<file path="config.mk">
export PLATFORM = sky130hd
export DESIGN_NAME = amv_inversion_height_correction_top
export DESIGN_NICKNAME = d
export VERILOG_FILES = /design/src/rtl/core/aihc_pkg.sv /design/src/rtl/core/aihc_front.sv /design/src/rtl/core/aihc_queue.sv /design/src/rtl/core/aihc_back.sv /design/src/rtl/core/amv_inversion_height_correction_top.sv
export SDC_FILE = /design/constraint.sdc
export NUM_CORES = 1
export LEC_CHECK = 0
export ABC_CLOCK_PERIOD_IN_PS = 24600
export BUFFER_PORTS_ARGS = -buffer_cell sky130_fd_sc_hd__buf_2
export CAP_MARGIN = 20
export CORE_MARGIN = 3
export CORE_UTILIZATION = 65
export DETAILED_ROUTE_END_ITERATION = 8
export HOLD_SLACK_MARGIN = 0.03
export PLACE_DENSITY = 0.8
export SYNTH_ARGS = -nofsm -noshare
export SYNTH_HDL_FRONTEND = slang
export SYNTH_HIERARCHICAL = 1
export SYNTH_SLANG_ARGS = --single-unit
</file>
<file path="constraint.sdc">
create_clock -name clk -period 24.6 [get_ports clk]
set_input_delay 2.46 -clock clk [delete_from_list [all_inputs] [get_ports clk]]
set_output_delay 2.46 -clock clk [all_outputs]
set_load 0.02 [all_outputs]
</file>
<file path="src/rtl/core/aihc_pkg.sv">
// Shared types and constants for the inversion height correction block.
// No dependencies; imported by every module of the block.
package aihc_pkg;

  localparam int P_W   = 17;
  localparam int T_W   = 16;
  localparam int RH_W  = 14;
  localparam int MC_W  = 8;
  localparam int CFG_W = 17;
  localparam int IDX_W = 3;

  localparam int QUEUE_DEPTH = 4;
  localparam int QPTR_W      = $clog2(QUEUE_DEPTH);
  localparam int QCNT_W      = $clog2(QUEUE_DEPTH + 1);

  localparam logic [RH_W-1:0] RH_LIMIT_RST      = RH_W'(5000);
  localparam logic [P_W-1:0]  P_FLOOR_RST       = P_W'(70000);
  localparam logic [P_W-1:0]  P_CEILING_RST     = P_W'(96000);
  localparam logic [T_W-1:0]  INV_TEMP_RST      = '0;
  localparam logic [MC_W-1:0] INFRARED_CODE_RST = MC_W'(1);
  localparam logic [MC_W-1:0] VISIBLE_CODE_RST  = MC_W'(2);
  localparam logic [P_W-1:0]  BASE_PRESSURE_RST = '1;

  typedef enum logic [IDX_W-1:0] {
    REG_RH_LIMIT      = 3'd0,
    REG_P_FLOOR       = 3'd1,
    REG_P_CEILING     = 3'd2,
    REG_INV_TEMP      = 3'd3,
    REG_INFRARED_CODE = 3'd4,
    REG_VISIBLE_CODE  = 3'd5
  } cfg_idx_t;

  typedef struct packed {
    logic [RH_W-1:0]       rh_limit;
    logic [P_W-1:0]        p_floor;
    logic [P_W-1:0]        p_ceiling;
    logic signed [T_W-1:0] min_rise;
    logic [MC_W-1:0]       infrared_code;
    logic [MC_W-1:0]       visible_code;
  } cfg_t;

  typedef struct packed {
    logic [P_W-1:0]  level_pressure;
    logic [T_W-1:0]  level_temp;
    logic [RH_W-1:0] level_rh;
    logic [P_W-1:0]  assigned_p;
    logic            eligible;
    logic            last_level;
  } lvl_t;

endpackage

</file>
<file path="src/rtl/core/aihc_front.sv">
// Front end: accepts level words and tags each with observation eligibility.
// Depends on aihc_pkg.
module aihc_front
  import aihc_pkg::*;
(
  input  cfg_t             cfg,
  input  logic [P_W-1:0]   level_pressure,
  input  logic [T_W-1:0]   level_temp,
  input  logic [RH_W-1:0]  level_rh,
  input  logic [P_W-1:0]   assigned_p,
  input  logic [MC_W-1:0]  method_code,
  input  logic             apply_obs,
  input  logic             last_level,
  output lvl_t             lvl
);

  logic code_ok;

  assign code_ok = (method_code == cfg.infrared_code) || (method_code == cfg.visible_code);

  always_comb begin
    lvl.level_pressure = level_pressure;
    lvl.level_temp     = level_temp;
    lvl.level_rh       = level_rh;
    lvl.assigned_p     = assigned_p;
    lvl.eligible       = apply_obs && (assigned_p >= cfg.p_floor) && code_ok;
    lvl.last_level     = last_level;
  end

endmodule

</file>
<file path="src/rtl/core/aihc_queue.sv">
// Short queue of tagged level words between front and back ends.
// Depends on aihc_pkg.
module aihc_queue
  import aihc_pkg::*;
(
  input  logic clk,
  input  logic rst_n,
  input  logic push,
  input  lvl_t push_data,
  output logic full,
  input  logic pop,
  output logic valid,
  output lvl_t head
);

  lvl_t              mem_r [QUEUE_DEPTH];
  logic [QPTR_W-1:0] wr_ptr_r, wr_ptr_nxt;
  logic [QPTR_W-1:0] rd_ptr_r, rd_ptr_nxt;
  logic [QCNT_W-1:0] cnt_r, cnt_nxt;
  logic              do_push, do_pop;

  assign full    = (cnt_r == QCNT_W'(QUEUE_DEPTH));
  assign valid   = (cnt_r != '0);
  assign head    = mem_r[rd_ptr_r];
  assign do_push = push && !full;
  assign do_pop  = pop && valid;

  always_comb begin
    wr_ptr_nxt = do_push ? wr_ptr_r + 1'b1 : wr_ptr_r;
    rd_ptr_nxt = do_pop ? rd_ptr_r + 1'b1 : rd_ptr_r;
    cnt_nxt    = cnt_r + QCNT_W'(do_push) - QCNT_W'(do_pop);
  end

  always_ff @(posedge clk) begin
    if (!rst_n) begin
      wr_ptr_r <= '0;
      rd_ptr_r <= '0;
      cnt_r    <= '0;
    end else begin
      wr_ptr_r <= wr_ptr_nxt;
      rd_ptr_r <= rd_ptr_nxt;
      cnt_r    <= cnt_nxt;
    end
  end

  always_ff @(posedge clk) begin
    if (do_push) begin
      mem_r[wr_ptr_r] <= push_data;
    end
  end

endmodule

</file>
<file path="src/rtl/core/aihc_back.sv">
// Back end: inversion scan over level pairs and result register.
// Depends on aihc_pkg.
module aihc_back
  import aihc_pkg::*;
(
  input  logic            clk,
  input  logic            rst_n,
  input  cfg_t            cfg,
  input  logic            lvl_valid,
  input  lvl_t            lvl,
  output logic            lvl_pop,
  output logic            out_empty,
  input  logic            out_pop,
  output logic [P_W-1:0]  out_new_pressure,
  output logic            out_corrected,
  output logic            out_order_error
);

  logic            have_prev_r, have_prev_nxt;
  logic [P_W-1:0]  prev_p_r, prev_p_nxt;
  logic [T_W-1:0]  prev_t_r, prev_t_nxt;
  logic [RH_W-1:0] prev_rh_r, prev_rh_nxt;
  logic [P_W-1:0]  bottom_p_r, bottom_p_nxt;
  logic            stop_r, stop_nxt;
  logic            inv_r, inv_nxt;
  logic            top_r, top_nxt;
  logic [P_W-1:0]  base_p_r, base_p_nxt;
  logic [T_W-1:0]  base_t_r, base_t_nxt;
  logic [T_W-1:0]  top_t_r, top_t_nxt;

  logic            s_stop, s_inv, s_top;
  logic [P_W-1:0]  s_bottom, s_base_p;
  logic [T_W-1:0]  s_base_t, s_top_t;

  logic            res_valid_r, res_valid_nxt;
  logic [P_W-1:0]  res_p_r, res_p_nxt;
  logic            res_corr_r, res_corr_nxt;
  logic            res_oerr_r, res_oerr_nxt;

  logic signed [T_W+1:0] temp_diff;
  logic                  temp_ok;
  logic                  take;

  assign take    = lvl_valid && (!lvl.last_level || !res_valid_r || out_pop);
  assign lvl_pop = take;

  assign out_empty        = !res_valid_r;
  assign out_new_pressure = res_p_r;
  assign out_corrected    = res_corr_r;
  assign out_order_error  = res_oerr_r;

  always_comb begin
    s_stop   = stop_r;
    s_inv    = inv_r;
    s_top    = top_r;
    s_bottom = bottom_p_r;
    s_base_p = base_p_r;
    s_base_t = base_t_r;
    s_top_t  = top_t_r;
    if (!have_prev_r) begin
      s_bottom = lvl.level_pressure;
    end else if (!stop_r) begin
      if (!inv_r && (prev_p_r < cfg.p_floor)) begin
        s_stop = 1'b1;
      end else if (prev_p_r <= cfg.p_ceiling) begin
        if (!inv_r && (lvl.level_temp > prev_t_r)) begin
          s_base_p = prev_p_r;
          s_base_t = prev_t_r;
          s_inv    = 1'b1;
        end
        if (s_inv && !top_r && (lvl.level_temp < prev_t_r) && (prev_p_r < s_base_p)) begin
          if (prev_rh_r < cfg.rh_limit) begin
            s_top_t = prev_t_r;
            s_top   = 1'b1;
          end else begin
            s_inv = 1'b0;
          end
        end
      end
    end
  end

  assign temp_diff = $signed({2'b00, s_top_t}) - $signed({2'b00, s_base_t});
  assign temp_ok   = !s_top ||
                     (temp_diff >= $signed({{2{cfg.min_rise[T_W-1]}}, cfg.min_rise}));

  always_comb begin
    res_p_nxt    = res_p_r;
    res_corr_nxt = res_corr_r;
    res_oerr_nxt = res_oerr_r;
    res_valid_nxt = res_valid_r && !out_pop;
    if (take && lvl.last_level) begin
      res_valid_nxt = 1'b1;
      res_p_nxt     = lvl.assigned_p;
      res_corr_nxt  = 1'b0;
      res_oerr_nxt  = 1'b0;
      if (lvl.eligible) begin
        if (lvl.level_pressure > s_bottom) begin
          res_oerr_nxt = 1'b1;
        end else if (s_inv && (lvl.assigned_p < s_base_p) && temp_ok) begin
          res_p_nxt    = s_base_p;
          res_corr_nxt = 1'b1;
        end
      end
    end
  end

  always_comb begin
    have_prev_nxt = have_prev_r;
    prev_p_nxt    = prev_p_r;
    prev_t_nxt    = prev_t_r;
    prev_rh_nxt   = prev_rh_r;
    bottom_p_nxt  = bottom_p_r;
    stop_nxt      = stop_r;
    inv_nxt       = inv_r;
    top_nxt       = top_r;
    base_p_nxt    = base_p_r;
    base_t_nxt    = base_t_r;
    top_t_nxt     = top_t_r;
    if (take) begin
      if (lvl.last_level) begin
        have_prev_nxt = 1'b0;
        prev_p_nxt    = '0;
        prev_t_nxt    = '0;
        prev_rh_nxt   = '0;
        bottom_p_nxt  = '0;
        stop_nxt      = 1'b0;
        inv_nxt       = 1'b0;
        top_nxt       = 1'b0;
        base_p_nxt    = BASE_PRESSURE_RST;
        base_t_nxt    = '0;
        top_t_nxt     = '0;
      end else begin
        have_prev_nxt = 1'b1;
        prev_p_nxt    = lvl.level_pressure;
        prev_t_nxt    = lvl.level_temp;
        prev_rh_nxt   = lvl.level_rh;
        bottom_p_nxt  = s_bottom;
        stop_nxt      = s_stop;
        inv_nxt       = s_inv;
        top_nxt       = s_top;
        base_p_nxt    = s_base_p;
        base_t_nxt    = s_base_t;
        top_t_nxt     = s_top_t;
      end
    end
  end

  always_ff @(posedge clk) begin
    if (!rst_n) begin
      have_prev_r <= 1'b0;
      prev_p_r    <= '0;
      prev_t_r    <= '0;
      prev_rh_r   <= '0;
      bottom_p_r  <= '0;
      stop_r      <= 1'b0;
      inv_r       <= 1'b0;
      top_r       <= 1'b0;
      base_p_r    <= BASE_PRESSURE_RST;
      base_t_r    <= '0;
      top_t_r     <= '0;
      res_valid_r <= 1'b0;
    end else begin
      have_prev_r <= have_prev_nxt;
      prev_p_r    <= prev_p_nxt;
      prev_t_r    <= prev_t_nxt;
      prev_rh_r   <= prev_rh_nxt;
      bottom_p_r  <= bottom_p_nxt;
      stop_r      <= stop_nxt;
      inv_r       <= inv_nxt;
      top_r       <= top_nxt;
      base_p_r    <= base_p_nxt;
      base_t_r    <= base_t_nxt;
      top_t_r     <= top_t_nxt;
      res_valid_r <= res_valid_nxt;
    end
  end

  always_ff @(posedge clk) begin
    res_p_r    <= res_p_nxt;
    res_corr_r <= res_corr_nxt;
    res_oerr_r <= res_oerr_nxt;
  end

endmodule

</file>
<file path="src/rtl/core/amv_inversion_height_correction_top.sv">
// Top level of the inversion height correction block: configuration registers,
// front end, level queue and back end. Depends on aihc_pkg, aihc_front,
// aihc_queue and aihc_back.
//
//   channel  | handshake              | word
//   ---------+------------------------+-----------------------------------------
//   in_      | in_push / in_full      | one profile level with observation data
//   out_     | out_pop / out_empty    | pressure, corrected and order error bits
//   cfg_     | cfg_we                 | register index and write data
//
// One level a cycle while the queue is not full; a profile ending level is written
// into the queue, then taken by the back end, which registers its result for the
// out_ ports. The scan compares each level only with the previous level's
// registers. Reset is synchronous and clears the queue, the profile state and
// the result. A waiting result stalls only the next profile ending level; the
// queue of four words lets the input side run on meanwhile.
module amv_inversion_height_correction_top
  import aihc_pkg::*;
(
  input  logic              clk,
  input  logic              rst_n,
  input  logic              cfg_we,
  input  logic [IDX_W-1:0]  cfg_index,
  input  logic [CFG_W-1:0]  cfg_wdata,
  input  logic              in_push,
  output logic              in_full,
  input  logic [P_W-1:0]    in_level_pressure,
  input  logic [T_W-1:0]    in_level_temp,
  input  logic [RH_W-1:0]   in_level_rh,
  input  logic [P_W-1:0]    in_assigned_p,
  input  logic [MC_W-1:0]   in_method_code,
  input  logic              in_apply_obs,
  input  logic              in_last_level,
  output logic              out_empty,
  input  logic              out_pop,
  output logic [P_W-1:0]    out_new_pressure,
  output logic              out_corrected,
  output logic              out_order_error
);

  cfg_t cfg_r, cfg_nxt;
  lvl_t front_lvl, q_head;
  logic q_valid, q_pop;

  always_comb begin
    cfg_nxt = cfg_r;
    if (cfg_we) begin
      unique case (cfg_idx_t'(cfg_index))
        REG_RH_LIMIT:      cfg_nxt.rh_limit      = cfg_wdata[RH_W-1:0];
        REG_P_FLOOR:       cfg_nxt.p_floor       = cfg_wdata[P_W-1:0];
        REG_P_CEILING:     cfg_nxt.p_ceiling     = cfg_wdata[P_W-1:0];
        REG_INV_TEMP:      cfg_nxt.min_rise      = $signed(cfg_wdata[T_W-1:0]);
        REG_INFRARED_CODE: cfg_nxt.infrared_code = cfg_wdata[MC_W-1:0];
        REG_VISIBLE_CODE:  cfg_nxt.visible_code  = cfg_wdata[MC_W-1:0];
        default:           cfg_nxt = cfg_r;
      endcase
    end
  end

  always_ff @(posedge clk) begin
    if (!rst_n) begin
      cfg_r.rh_limit      <= RH_LIMIT_RST;
      cfg_r.p_floor       <= P_FLOOR_RST;
      cfg_r.p_ceiling     <= P_CEILING_RST;
      cfg_r.min_rise      <= INV_TEMP_RST;
      cfg_r.infrared_code <= INFRARED_CODE_RST;
      cfg_r.visible_code  <= VISIBLE_CODE_RST;
    end else begin
      cfg_r <= cfg_nxt;
    end
  end

  aihc_front u_front (
    .cfg            (cfg_r),
    .level_pressure (in_level_pressure),
    .level_temp     (in_level_temp),
    .level_rh       (in_level_rh),
    .assigned_p     (in_assigned_p),
    .method_code    (in_method_code),
    .apply_obs      (in_apply_obs),
    .last_level     (in_last_level),
    .lvl            (front_lvl)
  );

  aihc_queue u_queue (
    .clk       (clk),
    .rst_n     (rst_n),
    .push      (in_push),
    .push_data (front_lvl),
    .full      (in_full),
    .pop       (q_pop),
    .valid     (q_valid),
    .head      (q_head)
  );

  aihc_back u_back (
    .clk              (clk),
    .rst_n            (rst_n),
    .cfg              (cfg_r),
    .lvl_valid        (q_valid),
    .lvl              (q_head),
    .lvl_pop          (q_pop),
    .out_empty        (out_empty),
    .out_pop          (out_pop),
    .out_new_pressure (out_new_pressure),
    .out_corrected    (out_corrected),
    .out_order_error  (out_order_error)
  );

endmodule
</file>
==> summary.txt <==
Power
  • Sw Share: 32.9%
  • Power Total: 2600 uW
  • Psw: 854 uW
  • Cell Pwr Density: 99.3 nW/um^2
  • Seq pwr share: 40.2%
  • Clk pwr share: 29.7%
  • Maximum VDD drop: 0.0814 mV
  • Logic pwr share: 30.2%
  • Pleak: 0.0103 uW
  • Cell internal pwr: 1740 uW

Placement
  • PortBufs: 119
  • HPWL reported at the end of detailed placement: 37.9 mm
  • Placed Cells: 2,450
  • RePlAce Congestion: 0.951

CTS
  • CTS Buf Count: 49
  • # H-tree levels: 2
  • Post-CTS setup buffers: 0
  • Hold Buf Count CTS: 0
  • Worst-Skew Late Latency: 580 ps
  • PostCTS Resize Cnt: 0
  • Maximum clock insertion buffer count: 3
  • Clock Sinks: 490
  • CTS Root Cell: clkbuf_16
  • CTS tree: built
  • CTS clk-pin slew, worst paths: 60 ps

Floorplan
  • Core area: 36,000 um^2
  • Io pins: 120
  • Chip Width: 198 um
  • Initial Util: 66.7%
  • Die ar.: 39,300 um^2
  • Placement row count: 69
  • Die Ht: 198 um

Setup path
  • Crit-path slowest cell: and3_1
  • Worst setup SP type: register
  • Crit-path max FO: 33
  • Crit Path Category: register to register
  • CP endpoint kind: register
  • Critical Path RT: 24,920 ps
  • Biggest cell delay along the critical path: 870 ps
  • Worst Path Arrival: 11,600 ps

Yosys
  • Number of synthesized flops with an enable pin: 283
  • Largest area contributor in the netlist: edfxtp_1
  • Post-synthesis sequential area ratio: 52.6%
  • Synth top area cells: edfxtp_1, dfxtp_1, ha_1
  • Top-area cell type share of the netlist area: 35.4%
  • Most used DFF post-synth: edfxtp_1
  • Cells after synthesis: 2,013
  • Number of distinct library cells after synthesis: 73
  • Syn_area_per_cell: 11.9 um^2
  • Syn Nets: 2,281
  • Mapped Area: 24,000 um^2
  • Async SR Flop Fraction: 0%
  • Synth Register Bits: 490
  • Yosys warnings: 6

Timing
  • Final setup vio count: 0
  • Final hold vios: 0
  • Max Transition Viols Final: 0
  • Slew HR: 31.1%
  • Worst-Margin Slew: 1030 ps
  • Setup TNS: 0 ps
  • Hold slack: 463 ps
  • RSZ-0062 raised after global routing: false
  • Layout Skew: 15.7 ps
  • Tmin final: 11,280 ps
  • Final Cycle Share: 45.8%
  • Fmax: 88.7 MHz

Cells and area
  • Area grow syn2layout: 8.88%
  • Final #Nets: 2,310
  • Share of layout cells above drive strength 1: 15.5%
  • Non-filler cells, final: 2,544
  • Commonest non-fill, non-tap cell in the layout: edfxtp_1
  • Commonest cells after routing, fill and taps aside: edfxtp_1, dfxtp_1, nand2_1
  • Antenna diodes: 0

Global routing
  • Grt ovf: 0
  • Vias in the first global route: 16,000
  • First-pass GRT wire length: 87.0 mm
  • GR Util All Layers: 28.6%
  • Initial antenna violation count: 0
  • Pin count of the biggest net entering global routing: 110

Detailed routing
  • Wire per inst: 22.0 um
  • DRT Pass-1 Iters: 6
  • DRC violations left: 0
  • DRT iter0 DRCs: 1,347
  • Total wire length: 55.8 mm
  • Post-DRT Antenna Nets: 0
  • Vias per Instance: 6.17
  • DR vias: 15,700

Job
  • Max-cap viol count: 0

Worst hold path
  • Hold WC Path Type: register to register

Run status
  • Outcome: completed
[cell type report]
type	count	area [um^2]
sequential	490	12600
timing repair buffer	139	764
multi-input combinational	1228	9980
clock inverter	19	211
fill	2388	9840
tap	461	577
clock buffer	73	1480
inverter	134	503
[Yosys cell counts, types with 4 or more instances]
library cell,count
buf_6,9
nand2_1,199
buf_4,67
mux2_2,7
mux2_4,9
mux2i_1,115
nand4_1,25
nand3_1,59
xnor2_1,31
edfxtp_1,283
inv_1,132
a22oi_1,33
and3_1,6
and2_1,13
o211ai_1,10
a31oi_1,6
o21ai_0,59
nor2b_1,96
o21a_1,10
clkbuf_1,66
a21o_1,22
a21oi_1,72
or3_1,8
nor3_1,28
a2111oi_0,5
nor2_1,36
a211oi_1,11
nand2b_1,9
a21boi_0,49
a211o_1,4
o22ai_1,18
buf_2,14
buf_1,5
nor4_1,4
mux4_2,66
dfxtp_1,207
ha_1,167
[through the flow]
step                setup WS, ps  utilization (%)  area, um^2
floorplan                  15580                -       24000
global placement           13490             67.9       24400
detailed placement         13140             67.9       24500
CTS                        13080             72.6       26100
global route               12720             72.7       26200
finish                     13320             72.7       26200
[flip-flops by register name (all words and copies together), names as in the netlist, 3 cells and up, named ones only]
| name | cells |
|---|---|
| u_queue/mem_r | 264 |
| cfg_r | 80 |
| u_back/base_p_r | 17 |
| u_back/bottom_p_r | 17 |
| u_back/out_new_pressure | 17 |
| u_back/prev_p_r | 17 |
| u_back/base_t_r | 16 |
| u_back/prev_t_r | 16 |
| u_back/top_t_r | 16 |
| u_back/prev_rh_r | 14 |
| u_queue/cnt_r | 3 |
[final timing paths]
kind | slack, ps | startpoint | cells after the start | end
setup / recovery | 13320 | register | 37 | u_back/out_new_pressure[6]
hold / removal | 460 | cfg_r[29] | 2 | cfg_r[29]
setup reg to reg | 13320 | register | 37 | u_back/out_new_pressure[6]
hold reg to reg | 460 | cfg_r[29] | 2 | cfg_r[29]
[layer usage]
metal | up-vias | track usage [%] | routed length, um
met5 | - | 0 | 0
met3 | 115 | 4.65 | 4050
met1 | 7687 | 39.5 | 23500
met4 | 0 | 10.3 | 1760
met2 | 567 | 46.4 | 26500
li1 | 7325 | - | -
[power by group through the flow]
stage                     Sequential, uW  Combinational (uW)  Clock, uW
after floorplan                     1040                 580          0
after global placement              1060                 739          0
after detailed placement            1060                 768          0
after CTS                           1040                 776        780
after global routing                1050                 865        813
final                               1040                 783        771
[critical path, delay by kind of cell, from the launching register on]
family                   cells  cell delay (ps)
XOR/XNOR                     1              160
AO/OA/AOI/OAI               14             3460
AND/OR/NAND/NOR             11             3160
multiplexers                 4             1340
flip-flops                   1              630
adder cells (fa/ha/maj)      5             1540
buffers and inverters        2              680
[cell families (layout without fill, tap and decap cells)]
group	after synthesis	count (layout)	synth area share (%)
and+or+nand+nor	502	502	10.4
adders and majority gates	169	169	8.86
AOI/OAI and AO/OA	325	325	8.92
buffers and inverters	295	365	6.01
DFF	490	490	52.6
xor gates and xnor gates	34	34	1.24
muxes	198	198	11.9
Note: power is estimated with default switching activity, not from simulation.
